`config.mk`:
```
export PLATFORM = sky130hd
export DESIGN_NAME = cigar_ref_to_query_interval
export DESIGN_NICKNAME = d
export VERILOG_FILES = /design/src/design/cqi_pkg.sv /design/src/design/cqi_front.sv /design/src/design/cqi_queue.sv /design/src/design/cqi_back.sv /design/src/design/cigar_ref_to_query_interval.sv
export SDC_FILE = /design/constraint.sdc
export NUM_CORES = 2
export LEC_CHECK = 0
export BUFFER_PORTS_ARGS = -buffer_cell sky130_fd_sc_hd__buf_2
export CORE_ASPECT_RATIO = 1.1
export CORE_MARGIN = 5
export CORE_UTILIZATION = 45
export DETAILED_ROUTE_END_ITERATION = 8
export SLEW_MARGIN = 20
export SYNTH_ARGS = -nofsm -noshare
export SYNTH_HDL_FRONTEND = slang
export SYNTH_SLANG_ARGS = --single-unit
```
`constraint.sdc`:
```
create_clock -name clock -period 7.36 [get_ports clock]
set_clock_uncertainty 0.2 [all_clocks]
set_input_delay 2.208 -clock clock [delete_from_list [all_inputs] [get_ports clock]]
set_output_delay 2.208 -clock clock [all_outputs]
set_load 0.005 [all_outputs]
```
`src/design/cqi_pkg.sv`:
```
// cqi_pkg: shared types, character codes and operation tables for the
// cigar reference-to-query interval block. No dependencies.
`default_nettype none

package cqi_pkg;

   localparam int QUEUE_DEPTH = 4;

   localparam logic [7:0] CH_0  = 8'h30;
   localparam logic [7:0] CH_9  = 8'h39;
   localparam logic [7:0] CH_M  = 8'h4d;
   localparam logic [7:0] CH_I  = 8'h49;
   localparam logic [7:0] CH_D  = 8'h44;
   localparam logic [7:0] CH_N  = 8'h4e;
   localparam logic [7:0] CH_S  = 8'h53;
   localparam logic [7:0] CH_H  = 8'h48;
   localparam logic [7:0] CH_P  = 8'h50;
   localparam logic [7:0] CH_EQ = 8'h3d;
   localparam logic [7:0] CH_X  = 8'h58;

   localparam logic [1:0] REG_QUERY_START = 2'd0;
   localparam logic [1:0] REG_QUERY_STOP  = 2'd1;
   localparam logic [1:0] REG_REF_OFFSET  = 2'd2;

   typedef enum logic [3:0] {
      OP_M, OP_I, OP_D, OP_N, OP_S, OP_H, OP_P, OP_EQ, OP_X
   } op_type;

   typedef enum logic [1:0] {
      ST_FOUND     = 2'd0,
      ST_NOT_FOUND = 2'd1,
      ST_BAD       = 2'd2
   } status_type;

   typedef struct packed {
      op_type op;
      logic   apply;
      logic   bad;
      logic   pend;
      logic   last;
   } cqi_ctl_type;

   function automatic logic op_valid(logic [7:0] c);
      logic v;
      unique case (c)
         CH_M, CH_I, CH_D, CH_N, CH_S, CH_H, CH_P, CH_EQ, CH_X: v = 1'b1;
         default: v = 1'b0;
      endcase
      return v;
   endfunction

   function automatic op_type op_decode(logic [7:0] c);
      op_type o;
      unique case (c)
         CH_I:    o = OP_I;
         CH_D:    o = OP_D;
         CH_N:    o = OP_N;
         CH_S:    o = OP_S;
         CH_H:    o = OP_H;
         CH_P:    o = OP_P;
         CH_EQ:   o = OP_EQ;
         CH_X:    o = OP_X;
         default: o = OP_M;
      endcase
      return o;
   endfunction

   function automatic logic uses_ref(op_type o);
      logic v;
      unique case (o)
         OP_M, OP_D, OP_N, OP_EQ, OP_X: v = 1'b1;
         default: v = 1'b0;
      endcase
      return v;
   endfunction

   function automatic logic uses_read(op_type o);
      logic v;
      unique case (o)
         OP_M, OP_I, OP_S, OP_EQ, OP_X: v = 1'b1;
         default: v = 1'b0;
      endcase
      return v;
   endfunction

endpackage

`default_nettype wire

```
`src/design/cqi_front.sv`:
```
// cqi_front: takes cigar characters, builds operation lengths, classifies
// them and queues operations, bad and last characters. Depends on cqi_pkg.
`default_nettype none

module cqi_front #(
   parameter int OP_LEN_BITS = 28
) (
   input  logic                     clock,
   input  logic                     reset,
   input  logic                     req_valid,
   output logic                     req_ready,
   input  logic [7:0]               req_cigar_char,
   input  logic                     req_last,
   input  logic                     q_full,
   output logic                     push,
   output cqi_pkg::cqi_ctl_type     push_ctl,
   output logic [OP_LEN_BITS-1:0]   push_size
);
   import cqi_pkg::*;

   logic [OP_LEN_BITS-1:0] len_ff, len_in;
   logic                   hd_ff, hd_in;
   logic                   acc, is_digit, is_op, ovf, bad;
   logic [3:0]             digit;
   logic [OP_LEN_BITS+3:0] grown;

   assign req_ready = ~q_full;
   assign acc       = req_valid & req_ready;

   always_comb begin
      is_digit = (req_cigar_char >= CH_0) && (req_cigar_char <= CH_9);
      is_op    = op_valid(req_cigar_char);
      digit    = 4'(req_cigar_char - CH_0);
      grown    = {1'b0, len_ff, 3'b000} + {3'b000, len_ff, 1'b0} + (OP_LEN_BITS+4)'(digit);
      ovf      = grown[OP_LEN_BITS+3:OP_LEN_BITS] != 4'd0;
      bad      = (~is_digit & ~is_op) | (is_digit & ovf);

      push_ctl.op    = op_decode(req_cigar_char);
      push_ctl.apply = is_op & (len_ff != '0);
      push_ctl.bad   = bad;
      push_ctl.pend  = is_digit ? (ovf ? hd_ff : 1'b1) : (is_op ? 1'b0 : hd_ff);
      push_ctl.last  = req_last;
      push_size      = len_ff;
      push           = acc & (req_last | bad | push_ctl.apply);

      len_in = len_ff;
      hd_in  = hd_ff;
      if (acc) begin
         if (req_last) begin
            len_in = '0;
            hd_in  = 1'b0;
         end else if (is_digit && !ovf) begin
            len_in = grown[OP_LEN_BITS-1:0];
            hd_in  = 1'b1;
         end else if (is_op) begin
            len_in = '0;
            hd_in  = 1'b0;
         end
      end
   end

   always_ff @(posedge clock) begin
      if (reset) begin
         len_ff <= '0;
         hd_ff  <= 1'b0;
      end else begin
         len_ff <= len_in;
         hd_ff  <= hd_in;
      end
   end

endmodule

`default_nettype wire

```
`src/design/cqi_queue.sv`:
```
// cqi_queue: small fifo of classified entries between front and back.
// Depends on cqi_pkg for its depth.
`default_nettype none

module cqi_queue #(
   parameter int DATA_BITS = 36
) (
   input  logic                 clock,
   input  logic                 reset,
   input  logic                 push,
   input  logic [DATA_BITS-1:0] push_data,
   output logic                 full,
   input  logic                 pop,
   output logic [DATA_BITS-1:0] head_data,
   output logic                 head_valid
);
   import cqi_pkg::*;

   localparam int QA = $clog2(QUEUE_DEPTH);

   logic [DATA_BITS-1:0] mem_ff [QUEUE_DEPTH];
   logic [QA-1:0]        wr_ptr_ff, wr_ptr_in, rd_ptr_ff, rd_ptr_in;
   logic [QA:0]          count_ff, count_in;

   assign full       = count_ff == (QA+1)'(QUEUE_DEPTH);
   assign head_valid = count_ff != '0;
   assign head_data  = mem_ff[rd_ptr_ff];

   always_comb begin
      wr_ptr_in = push ? wr_ptr_ff + QA'(1) : wr_ptr_ff;
      rd_ptr_in = pop ? rd_ptr_ff + QA'(1) : rd_ptr_ff;
      count_in  = count_ff + (QA+1)'(push) - (QA+1)'(pop);
   end

   always_ff @(posedge clock) begin
      if (reset) begin
         wr_ptr_ff <= '0;
         rd_ptr_ff <= '0;
         count_ff  <= '0;
      end else begin
         wr_ptr_ff <= wr_ptr_in;
         rd_ptr_ff <= rd_ptr_in;
         count_ff  <= count_in;
      end
   end

   always_ff @(posedge clock) begin
      if (push) begin
         mem_ff[wr_ptr_ff] <= push_data;
      end
   end

endmodule

`default_nettype wire

```
`src/design/cqi_back.sv`:
```
// cqi_back: applies operations to reference and query coordinates, tracks
// where the interval ends fall and registers one result per string.
// Depends on cqi_pkg.
`default_nettype none

module cqi_back #(
   parameter int OP_LEN_BITS = 28,
   parameter int COORD_BITS  = 32
) (
   input  logic                     clock,
   input  logic                     reset,
   input  logic                     head_valid,
   input  cqi_pkg::cqi_ctl_type     head_ctl,
   input  logic [OP_LEN_BITS-1:0]   head_size,
   output logic                     head_pop,
   input  logic [30:0]              query_start,
   input  logic [30:0]              query_stop,
   input  logic [30:0]              ref_offset,
   output logic                     rsp_valid,
   input  logic                     rsp_ready,
   output logic [1:0]               rsp_status,
   output logic signed [31:0]       rsp_sub_start,
   output logic signed [31:0]       rsp_sub_stop
);
   import cqi_pkg::*;

   localparam int RW = (COORD_BITS > 31) ? COORD_BITS : 31;
   localparam logic [RW:0]   COORD_LIM = (RW+1)'(1) << COORD_BITS;
   localparam logic [RW-1:0] COORD_MAX = RW'(COORD_LIM - (RW+1)'(1));
   localparam logic [RW:0]   POS_LIM   = (RW+1)'(64'h8000_0000);

   function automatic logic [30:0] sub_pos(logic [30:0] q, logic [RW-1:0] rs,
                                           logic [RW-1:0] ss);
      logic [RW:0] v;
      v = ((RW+1)'(q) - {1'b0, rs}) + {1'b0, ss};
      return (v >= POS_LIM) ? 31'h7fff_ffff : v[30:0];
   endfunction

   // stage 1 state
   logic          fresh_ff, fresh_in, err_ff, err_in, stop_ff, stop_in;
   logic          seen_ff, seen_in;
   logic [RW-1:0] ref_pos_ff, ref_pos_in, read_pos_ff, read_pos_in;
   // stage 2 registers
   logic          s2_valid_ff, s2_valid_in;
   logic          s2_last_ff, s2_err_ff, s2_hit_s_ff, s2_hit_p_ff;
   logic [RW-1:0] s2_rs_ff, s2_ss_ff;
   logic          fs_valid_ff, fs_valid_in, fp_valid_ff, fp_valid_in;
   logic [30:0]   fs_pos_ff, fs_pos_in, fp_pos_ff, fp_pos_in;
   // output register
   logic          rsp_valid_ff, rsp_valid_in;
   status_type    rsp_status_ff, rsp_status_in;
   logic [31:0]   rsp_start_ff, rsp_start_in, rsp_stop_ff, rsp_stop_in;

   logic          s2_stall, s2_fire, active, take, chk;
   logic          hit_s, hit_p, stop_hit, err_now, stop_now, err_final;
   logic [30:0]   start_ref;
   logic [RW-1:0] rs, ss, re, nread, qs, qp;
   logic [RW:0]   ref_sum, read_sum;
   logic          fs_v_new, fp_v_new;
   logic [30:0]   fs_p_new, fp_p_new;

   // stage 1: coordinate update and interval checks
   always_comb begin
      s2_stall  = s2_valid_ff & s2_last_ff & rsp_valid_ff & ~rsp_ready;
      head_pop  = head_valid & ~s2_stall;
      start_ref = (ref_offset == '0) ? '0 : ref_offset - 31'd1;
      rs        = fresh_ff ? RW'(start_ref) : ref_pos_ff;
      ss        = fresh_ff ? '0 : read_pos_ff;
      qs        = RW'(query_start);
      qp        = RW'(query_stop);
      active    = ~err_ff & ~stop_ff;
      take      = active & head_ctl.apply;
      ref_sum   = {1'b0, rs} + (RW+1)'(head_size);
      read_sum  = {1'b0, ss} + (RW+1)'(head_size);
      re        = rs;
      nread     = ss;
      if (take && uses_ref(head_ctl.op)) begin
         re = (ref_sum >= COORD_LIM) ? COORD_MAX : ref_sum[RW-1:0];
      end
      if (take && uses_read(head_ctl.op)) begin
         nread = (read_sum >= COORD_LIM) ? COORD_MAX : read_sum[RW-1:0];
      end
      chk       = take & (head_ctl.op != OP_S);
      hit_s     = chk & (rs <= qs) & (re >= qs);
      hit_p     = chk & (rs <= qp) & (re >= qp);
      stop_hit  = chk & (seen_ff | hit_p) & (re < qs);
      err_now   = err_ff | (active & head_ctl.bad);
      stop_now  = stop_ff | stop_hit;
      err_final = err_now | (~stop_now & head_ctl.pend);

      fresh_in    = fresh_ff;
      err_in      = err_ff;
      stop_in     = stop_ff;
      seen_in     = seen_ff;
      ref_pos_in  = ref_pos_ff;
      read_pos_in = read_pos_ff;
      if (head_pop) begin
         if (head_ctl.last) begin
            fresh_in = 1'b1;
            err_in   = 1'b0;
            stop_in  = 1'b0;
            seen_in  = 1'b0;
         end else begin
            fresh_in    = 1'b0;
            err_in      = err_now;
            stop_in     = stop_now;
            seen_in     = seen_ff | hit_p;
            ref_pos_in  = re;
            read_pos_in = nread;
         end
      end
      s2_valid_in = s2_stall ? s2_valid_ff : head_pop;
   end

   // stage 2: substring positions and result
   always_comb begin
      s2_fire  = s2_valid_ff & ~s2_stall;
      fs_v_new = fs_valid_ff | s2_hit_s_ff;
      fp_v_new = fp_valid_ff | s2_hit_p_ff;
      fs_p_new = s2_hit_s_ff ? sub_pos(query_start, s2_rs_ff, s2_ss_ff) : fs_pos_ff;
      fp_p_new = s2_hit_p_ff ? sub_pos(query_stop, s2_rs_ff, s2_ss_ff) : fp_pos_ff;

      fs_valid_in = fs_valid_ff;
      fp_valid_in = fp_valid_ff;
      fs_pos_in   = fs_pos_ff;
      fp_pos_in   = fp_pos_ff;
      if (s2_fire) begin
         fs_valid_in = fs_v_new & ~s2_last_ff;
         fp_valid_in = fp_v_new & ~s2_last_ff;
         fs_pos_in   = fs_p_new;
         fp_pos_in   = fp_p_new;
      end

      rsp_valid_in  = (s2_fire & s2_last_ff) | (rsp_valid_ff & ~rsp_ready);
      rsp_status_in = rsp_status_ff;
      rsp_start_in  = rsp_start_ff;
      rsp_stop_in   = rsp_stop_ff;
      if (s2_fire && s2_last_ff) begin
         if (s2_err_ff) begin
            rsp_status_in = ST_BAD;
            rsp_start_in  = '1;
            rsp_stop_in   = '1;
         end else begin
            rsp_status_in = (fs_v_new && fp_v_new) ? ST_FOUND : ST_NOT_FOUND;
            rsp_start_in  = fs_v_new ? {1'b0, fs_p_new} : '1;
            rsp_stop_in   = fp_v_new ? {1'b0, fp_p_new} : '1;
         end
      end
   end

   always_ff @(posedge clock) begin
      if (reset) begin
         fresh_ff     <= 1'b1;
         err_ff       <= 1'b0;
         stop_ff      <= 1'b0;
         seen_ff      <= 1'b0;
         s2_valid_ff  <= 1'b0;
         fs_valid_ff  <= 1'b0;
         fp_valid_ff  <= 1'b0;
         rsp_valid_ff <= 1'b0;
      end else begin
         fresh_ff     <= fresh_in;
         err_ff       <= err_in;
         stop_ff      <= stop_in;
         seen_ff      <= seen_in;
         s2_valid_ff  <= s2_valid_in;
         fs_valid_ff  <= fs_valid_in;
         fp_valid_ff  <= fp_valid_in;
         rsp_valid_ff <= rsp_valid_in;
      end
   end

   always_ff @(posedge clock) begin
      ref_pos_ff    <= ref_pos_in;
      read_pos_ff   <= read_pos_in;
      fs_pos_ff     <= fs_pos_in;
      fp_pos_ff     <= fp_pos_in;
      rsp_status_ff <= rsp_status_in;
      rsp_start_ff  <= rsp_start_in;
      rsp_stop_ff   <= rsp_stop_in;
      if (!s2_stall) begin
         s2_last_ff  <= head_ctl.last;
         s2_err_ff   <= err_final;
         s2_hit_s_ff <= hit_s;
         s2_hit_p_ff <= hit_p;
         s2_rs_ff    <= rs;
         s2_ss_ff    <= ss;
      end
   end

   assign rsp_valid     = rsp_valid_ff;
   assign rsp_status    = rsp_status_ff;
   assign rsp_sub_start = rsp_start_ff;
   assign rsp_sub_stop  = rsp_stop_ff;

endmodule

`default_nettype wire

```
`src/design/cigar_ref_to_query_interval.sv`:
```
// cigar_ref_to_query_interval: top level with register port, front,
// entry queue and back. Depends on cqi_pkg, cqi_front, cqi_queue, cqi_back.
//
//   channel   handshake               payload
//   req       req_valid / req_ready   req_cigar_char, req_last
//   rsp       rsp_valid / rsp_ready   rsp_status, rsp_sub_start, rsp_sub_stop
//   csr       psel/penable/pwrite     paddr, pwdata, prdata, pready
//
// one character per cycle while the queue is not full. after the last character
// is accepted, its entry goes through the queue, the coordinate stage and then
// the position stage to the output register; queued entries ahead delay it.
// the four-entry queue lets the front keep taking characters while a result
// waits in the output register. reset clears control state only; registers
// come out of reset with query_start 0, query_stop 0, ref_offset 1.
`default_nettype none

module cigar_ref_to_query_interval #(
   parameter int OP_LEN_BITS = 28,
   parameter int COORD_BITS  = 32
) (
   input  logic               clock,
   input  logic               reset,
   input  logic               req_valid,
   output logic               req_ready,
   input  logic [7:0]         req_cigar_char,
   input  logic               req_last,
   output logic               rsp_valid,
   input  logic               rsp_ready,
   output logic [1:0]         rsp_status,
   output logic signed [31:0] rsp_sub_start,
   output logic signed [31:0] rsp_sub_stop,
   input  logic               psel,
   input  logic               penable,
   input  logic               pwrite,
   input  logic [3:0]         paddr,
   input  logic [31:0]        pwdata,
   output logic [31:0]        prdata,
   output logic               pready
);
   import cqi_pkg::*;

   localparam int QW = $bits(cqi_ctl_type) + OP_LEN_BITS;

   logic [30:0]            qs_ff, qs_in, qp_ff, qp_in, ro_ff, ro_in;
   logic                   wr;
   logic                   q_full, push, head_valid, head_pop;
   cqi_ctl_type            push_ctl, head_ctl;
   logic [OP_LEN_BITS-1:0] push_size, head_size;
   logic [QW-1:0]          head_data;

   assign pready = 1'b1;
   assign wr     = psel & penable & pwrite & pready;

   always_comb begin
      qs_in = qs_ff;
      qp_in = qp_ff;
      ro_in = ro_ff;
      if (wr) begin
         unique case (paddr[3:2])
            REG_QUERY_START: qs_in = pwdata[30:0];
            REG_QUERY_STOP:  qp_in = pwdata[30:0];
            REG_REF_OFFSET:  ro_in = pwdata[30:0];
            default: ;
         endcase
      end
      unique case (paddr[3:2])
         REG_QUERY_START: prdata = {1'b0, qs_ff};
         REG_QUERY_STOP:  prdata = {1'b0, qp_ff};
         REG_REF_OFFSET:  prdata = {1'b0, ro_ff};
         default:         prdata = '0;
      endcase
   end

   always_ff @(posedge clock) begin
      if (reset) begin
         qs_ff <= '0;
         qp_ff <= '0;
         ro_ff <= 31'd1;
      end else begin
         qs_ff <= qs_in;
         qp_ff <= qp_in;
         ro_ff <= ro_in;
      end
   end

   cqi_front #(.OP_LEN_BITS(OP_LEN_BITS)) u_front (
      .clock          (clock),
      .reset          (reset),
      .req_valid      (req_valid),
      .req_ready      (req_ready),
      .req_cigar_char (req_cigar_char),
      .req_last       (req_last),
      .q_full         (q_full),
      .push           (push),
      .push_ctl       (push_ctl),
      .push_size      (push_size)
   );

   cqi_queue #(.DATA_BITS(QW)) u_queue (
      .clock      (clock),
      .reset      (reset),
      .push       (push),
      .push_data  ({push_ctl, push_size}),
      .full       (q_full),
      .pop        (head_pop),
      .head_data  (head_data),
      .head_valid (head_valid)
   );

   assign head_ctl  = cqi_ctl_type'(head_data[QW-1:OP_LEN_BITS]);
   assign head_size = head_data[OP_LEN_BITS-1:0];

   cqi_back #(.OP_LEN_BITS(OP_LEN_BITS), .COORD_BITS(COORD_BITS)) u_back (
      .clock         (clock),
      .reset         (reset),
      .head_valid    (head_valid),
      .head_ctl      (head_ctl),
      .head_size     (head_size),
      .head_pop      (head_pop),
      .query_start   (qs_ff),
      .query_stop    (qp_ff),
      .ref_offset    (ro_ff),
      .rsp_valid     (rsp_valid),
      .rsp_ready     (rsp_ready),
      .rsp_status    (rsp_status),
      .rsp_sub_start (rsp_sub_start),
      .rsp_sub_stop  (rsp_sub_stop)
   );

endmodule

`default_nettype wire
```
==> results.txt <==
----------------------------------------------------
[Finish]
  Area taken by flip-flops and latches ... 14900 um^2
  Most used cells in the layout excluding fill and tap cells ... 404 x sky130_fd_sc_hd__edfxtp_1, 345 x sky130_fd_sc_hd__nand2_1, 336 x sky130_fd_sc_hd__a21oi_1
  Syn-to-layout area delta ... 16.2%
  Net count, final ... about 4100
  Filler cell count in the final layout ... 6866
  Share of final-layout standard cells stronger than drive strength 1 ... 0.157
  Area occupied by multi-input gates ... approximately 18000 um^2
  Leading cell type in the layout, fill and taps excluded ... sky130_fd_sc_hd__edfxtp_1

[Clock tree]
  Clock tree from TritonCTS ... done
  Clk slew on worst S/H paths ... 60 ps
  Clock latency at the later pin of the worst-skew pair ... approximately 640 ps
  CTS Buffer Depth ... 3
  CTS Buf Count ... 58
  H-Tree Level Count ... 2
  Clock tree root driver cell ... sky130_fd_sc_hd__clkbuf_16
  Clk sink count ... between 500 and 600

[Pwr]
  Leakage power ... roughly 16 nW
  Post-layout total power ... approximately 19 mW
  Sw frac ... 0.424
  Portion of total power attributed to the clock network ... 0.160
  Net Switching ... about 7.9 mW
  Areal power density over the cells ... 465 nW/um^2
  Combinational power share ... 0.599
  Pint ... between 10 and 15 mW
  Portion of total power attributed to sequential cells ... 0.241
  Worst-case vdd ir drop ... between 0.2 and 0.25 mV

[Global route]
  Initial antenna violation count ... 4
  Pin count of the biggest net entering global routing ... 66
  Global-route wire length before repair ... between 100 and 150 mm
  Global route total overflow ... 0
  Vias in the first global route ... ~26000
  Total routing usage reported by global routing ... 0.226

[Critical path]
  Crit end category ... flip-flop
  Crit-path slowest cell ... sky130_fd_sc_hd__or4b_4
  Biggest fanout along the worst timing path ... 8
  Data arrival time of the worst path ... 7360 ps
  Top cell by count, worst path ... sky130_fd_sc_hd__a21o_1
  Required time of the critical path ... 7500 ps
  Worst stage delay on the critical path ... approximately 450 ps
  Crit Path Category ... flip-flop to flip-flop
  Launching element type of the critical path ... flip-flop

[STA]
  Max transition margin ... 0.303
  Crit path time final ... approximately 7200 ps
  Final count of negative-setup-slack endpoints ... 0
  Fin Setup TNS ... 0 ps
  Final Hold Vio Count ... 0
  Achievable clock frequency ... approximately 0.14 GHz
  Final period utilization ... 0.981
  Setup repair after global routing missed its margin ... yes
  Transition at the pin with the smallest max-transition slack ... 1040 ps
  Final Max Slew Viols ... 0

[Synthesis]
  Synth Area per Inst ... about 10 um^2
  Number of unique standard cell types used by synthesis ... a little over 80
  Synthesized cell area ... around 34000 um^2
  Post-Syn Nets ... between 3000 and 4000
  Portion of the post-synthesis area used by sequential elements ... 0.433
  Number of register bits inferred by synthesis ... roughly 540
  Prevailing post-synth register cell ... sky130_fd_sc_hd__edfxtp_1
  Cell count after synthesis ... around 3400
  Yosys warnings ... 0
  Count of flip-flops with a built-in enable after synthesis ... between 400 and 500
  Fraction of registers with async set or reset after synthesis ... 0

[Status]
  Outcome ... finished, final reports clean

[Floorplan]
  Top-Level Pins ... between 150 and 200
  Chip Height ... 300 um
  Die ar. ... a little over 80000 um^2
  Core Rows ... about 110
  Starting density of the core ... 0.453
  Die W ... approximately 270 um
  Floorplan core area ... 76000 um^2

[Detailed routing]
  Drt first-iter violations ... between 1500 and 2000
  Routed via count divided by cell count ... between 5 and 6
  Number of design rule violations left after detail routing ... 0
  Remaining number of nets flagged by the antenna check after routing ... 0
  Pre-Repair DR Iteration Count ... 5
  Via count ... about 26000
  Detailed Route WL ... 95.1 mm
  Routed len/inst ... around 20 um

[Min path]
  Worst Hold Class ... flip-flop to flip-flop

[Run]
  Max Cap Viol ... 0

[Placed design]
  Number of buffers inserted by port buffering ... between 100 and 150
  HPWL reported at the end of detailed placement ... 73.9 mm
  Gpl congestion ... about 0.94

----------------------------------------------------
-- routing by layer --
metal  wire [um]  global-route usage
met1       42200               0.308
met2       44700               0.381
met3        5010              0.0274
met4        3130              0.0673
met5          35                   0
-- registers in the layout (all words and copies together), names as in the netlist, 32 cells and up, named ones only --
name                  cells
u_back.rsp_sub_start     32
u_queue.mem_ff          144
u_back.s2_rs_ff          32
u_back.s2_ss_ff          32
u_back.read_pos_ff       32
u_back.ref_pos_ff        32
u_back.rsp_sub_stop      32
-- cell type report --
| class | count | share of cell area |
|---|---|---|
| Multi-Input combinational cell | 2423 | 0.453 |
| Sequential cell | 543 | 0.373 |
| Timing Repair Buffer | 365 | 0.0620 |
| Clock buffer | 84 | 0.0418 |
| Tap cell | 1026 | 0.0321 |
| Inverter | 326 | 0.0306 |
| Clock inverter | 26 | 0.00707 |
| Antenna cell | 2 | 0.000125 |
-- cell usage after synthesis, types with 9 or more instances --
master / n / area (um^2)
sky130_fd_sc_hd__o22ai_1: 53 / 332
sky130_fd_sc_hd__mux2_2: 10 / 113
sky130_fd_sc_hd__clkbuf_1: 99 / 372
sky130_fd_sc_hd__nand3_1: 45 / 225
sky130_fd_sc_hd__nand2b_1: 101 / 632
sky130_fd_sc_hd__nand4_1: 27 / 169
sky130_fd_sc_hd__nor4_1: 26 / 163
sky130_fd_sc_hd__inv_1: 326 / 1220
sky130_fd_sc_hd__dfxtp_1: 139 / 2780
sky130_fd_sc_hd__xnor2_1: 80 / 701
sky130_fd_sc_hd__mux2i_1: 42 / 420
sky130_fd_sc_hd__o21a_1: 27 / 203
sky130_fd_sc_hd__a211oi_1: 26 / 195
sky130_fd_sc_hd__mux4_2: 35 / 788
sky130_fd_sc_hd__a21oi_1: 342 / 1710
sky130_fd_sc_hd__a21o_1: 92 / 691
sky130_fd_sc_hd__nor2_1: 173 / 649
sky130_fd_sc_hd__edfxtp_1: 404 / 12100
sky130_fd_sc_hd__o21bai_1: 22 / 165
sky130_fd_sc_hd__or2_2: 10 / 62.6
sky130_fd_sc_hd__fa_1: 67 / 1340
sky130_fd_sc_hd__and2_1: 18 / 113
sky130_fd_sc_hd__o211ai_1: 12 / 90.1
sky130_fd_sc_hd__nor3_1: 46 / 230
sky130_fd_sc_hd__buf_1: 15 / 56.3
sky130_fd_sc_hd__xor2_1: 67 / 587
sky130_fd_sc_hd__nand2_1: 346 / 1300
sky130_fd_sc_hd__o21ai_0: 144 / 721
sky130_fd_sc_hd__ha_1: 308 / 3850
sky130_fd_sc_hd__o22a_1: 44 / 385
sky130_fd_sc_hd__or3_1: 15 / 93.8
sky130_fd_sc_hd__a31oi_1: 26 / 163
sky130_fd_sc_hd__and3_1: 26 / 163
sky130_fd_sc_hd__a21boi_0: 9 / 67.6
sky130_fd_sc_hd__nor2b_1: 63 / 394
sky130_fd_sc_hd__or4_1: 9 / 67.6
-- logic make-up after synthesis --
| kind of cell | after synthesis | share of synthesized area |
|---|---|---|
| compound gates | 884 | 0.160 |
| xor+xnor | 148 | 0.0379 |
| fa+ha+maj | 376 | 0.151 |
| buf+inv | 447 | 0.0491 |
| flops | 543 | 0.433 |
| mux | 87 | 0.0384 |
| other cells | 2 | 0.000218 |
| simple gates | 926 | 0.130 |
-- power by group through the flow --
stage	clock network [mW]	logic [mW]	registers, mW
after detailed placement	0	10.8	4.53
after CTS	3.04	10.9	4.48
after floorplan	0	7.52	4.41
after global routing	3.17	12.3	4.53
final	2.99	11.1	4.48
after global placement	0	10.8	4.52
-- stage by stage --
stage                util  setup slack [ps]  instances  hold slack [ps]  cell area, um^2
global placement    0.497              -385       4675              251            37700
global route        0.526             -58.9       4793              292            40000
floorplan               -             0.456       3413              239            34500
detailed placement  0.497              -429       4675              262            37700
finish              0.526               139       4795              271            40000
CTS                 0.523              2.41       4785              272            39800
-- worst paths after layout --
check	to	startpoint	slack [ps]	cells past startpoint
worst max-delay path	u_back.s2_hit_s_ff	ro_ff[1]	140	29
worst min-delay path	qs_ff[5]	qs_ff[5]	270	2
worst max register to register	u_back.s2_hit_s_ff	ro_ff[1]	140	29
worst min register to register	qs_ff[5]	qs_ff[5]	270	2
-- worst max-delay path, delay by kind of cell (launching register included) --
kind,cells,cell delay (ps)
AOI/OAI and AO/OA,19,3940
adders and majority gates,3,680
buffers and inverters,2,240
DFF,1,340
and+or+nand+nor,5,1510
-- repair_timing --
action | 4_1_cts | 5_1_grt
cloned | 0 | 0
setup endpoints to repair | 5 | 5
hold buffers | 0 | 0
hold endpoints to repair | 0 | 0
gates resized for setup | 13 | 47
pin swaps | 3 | 29
setup buffers | 0 | 8
Power figures use the tool's default switching activity.
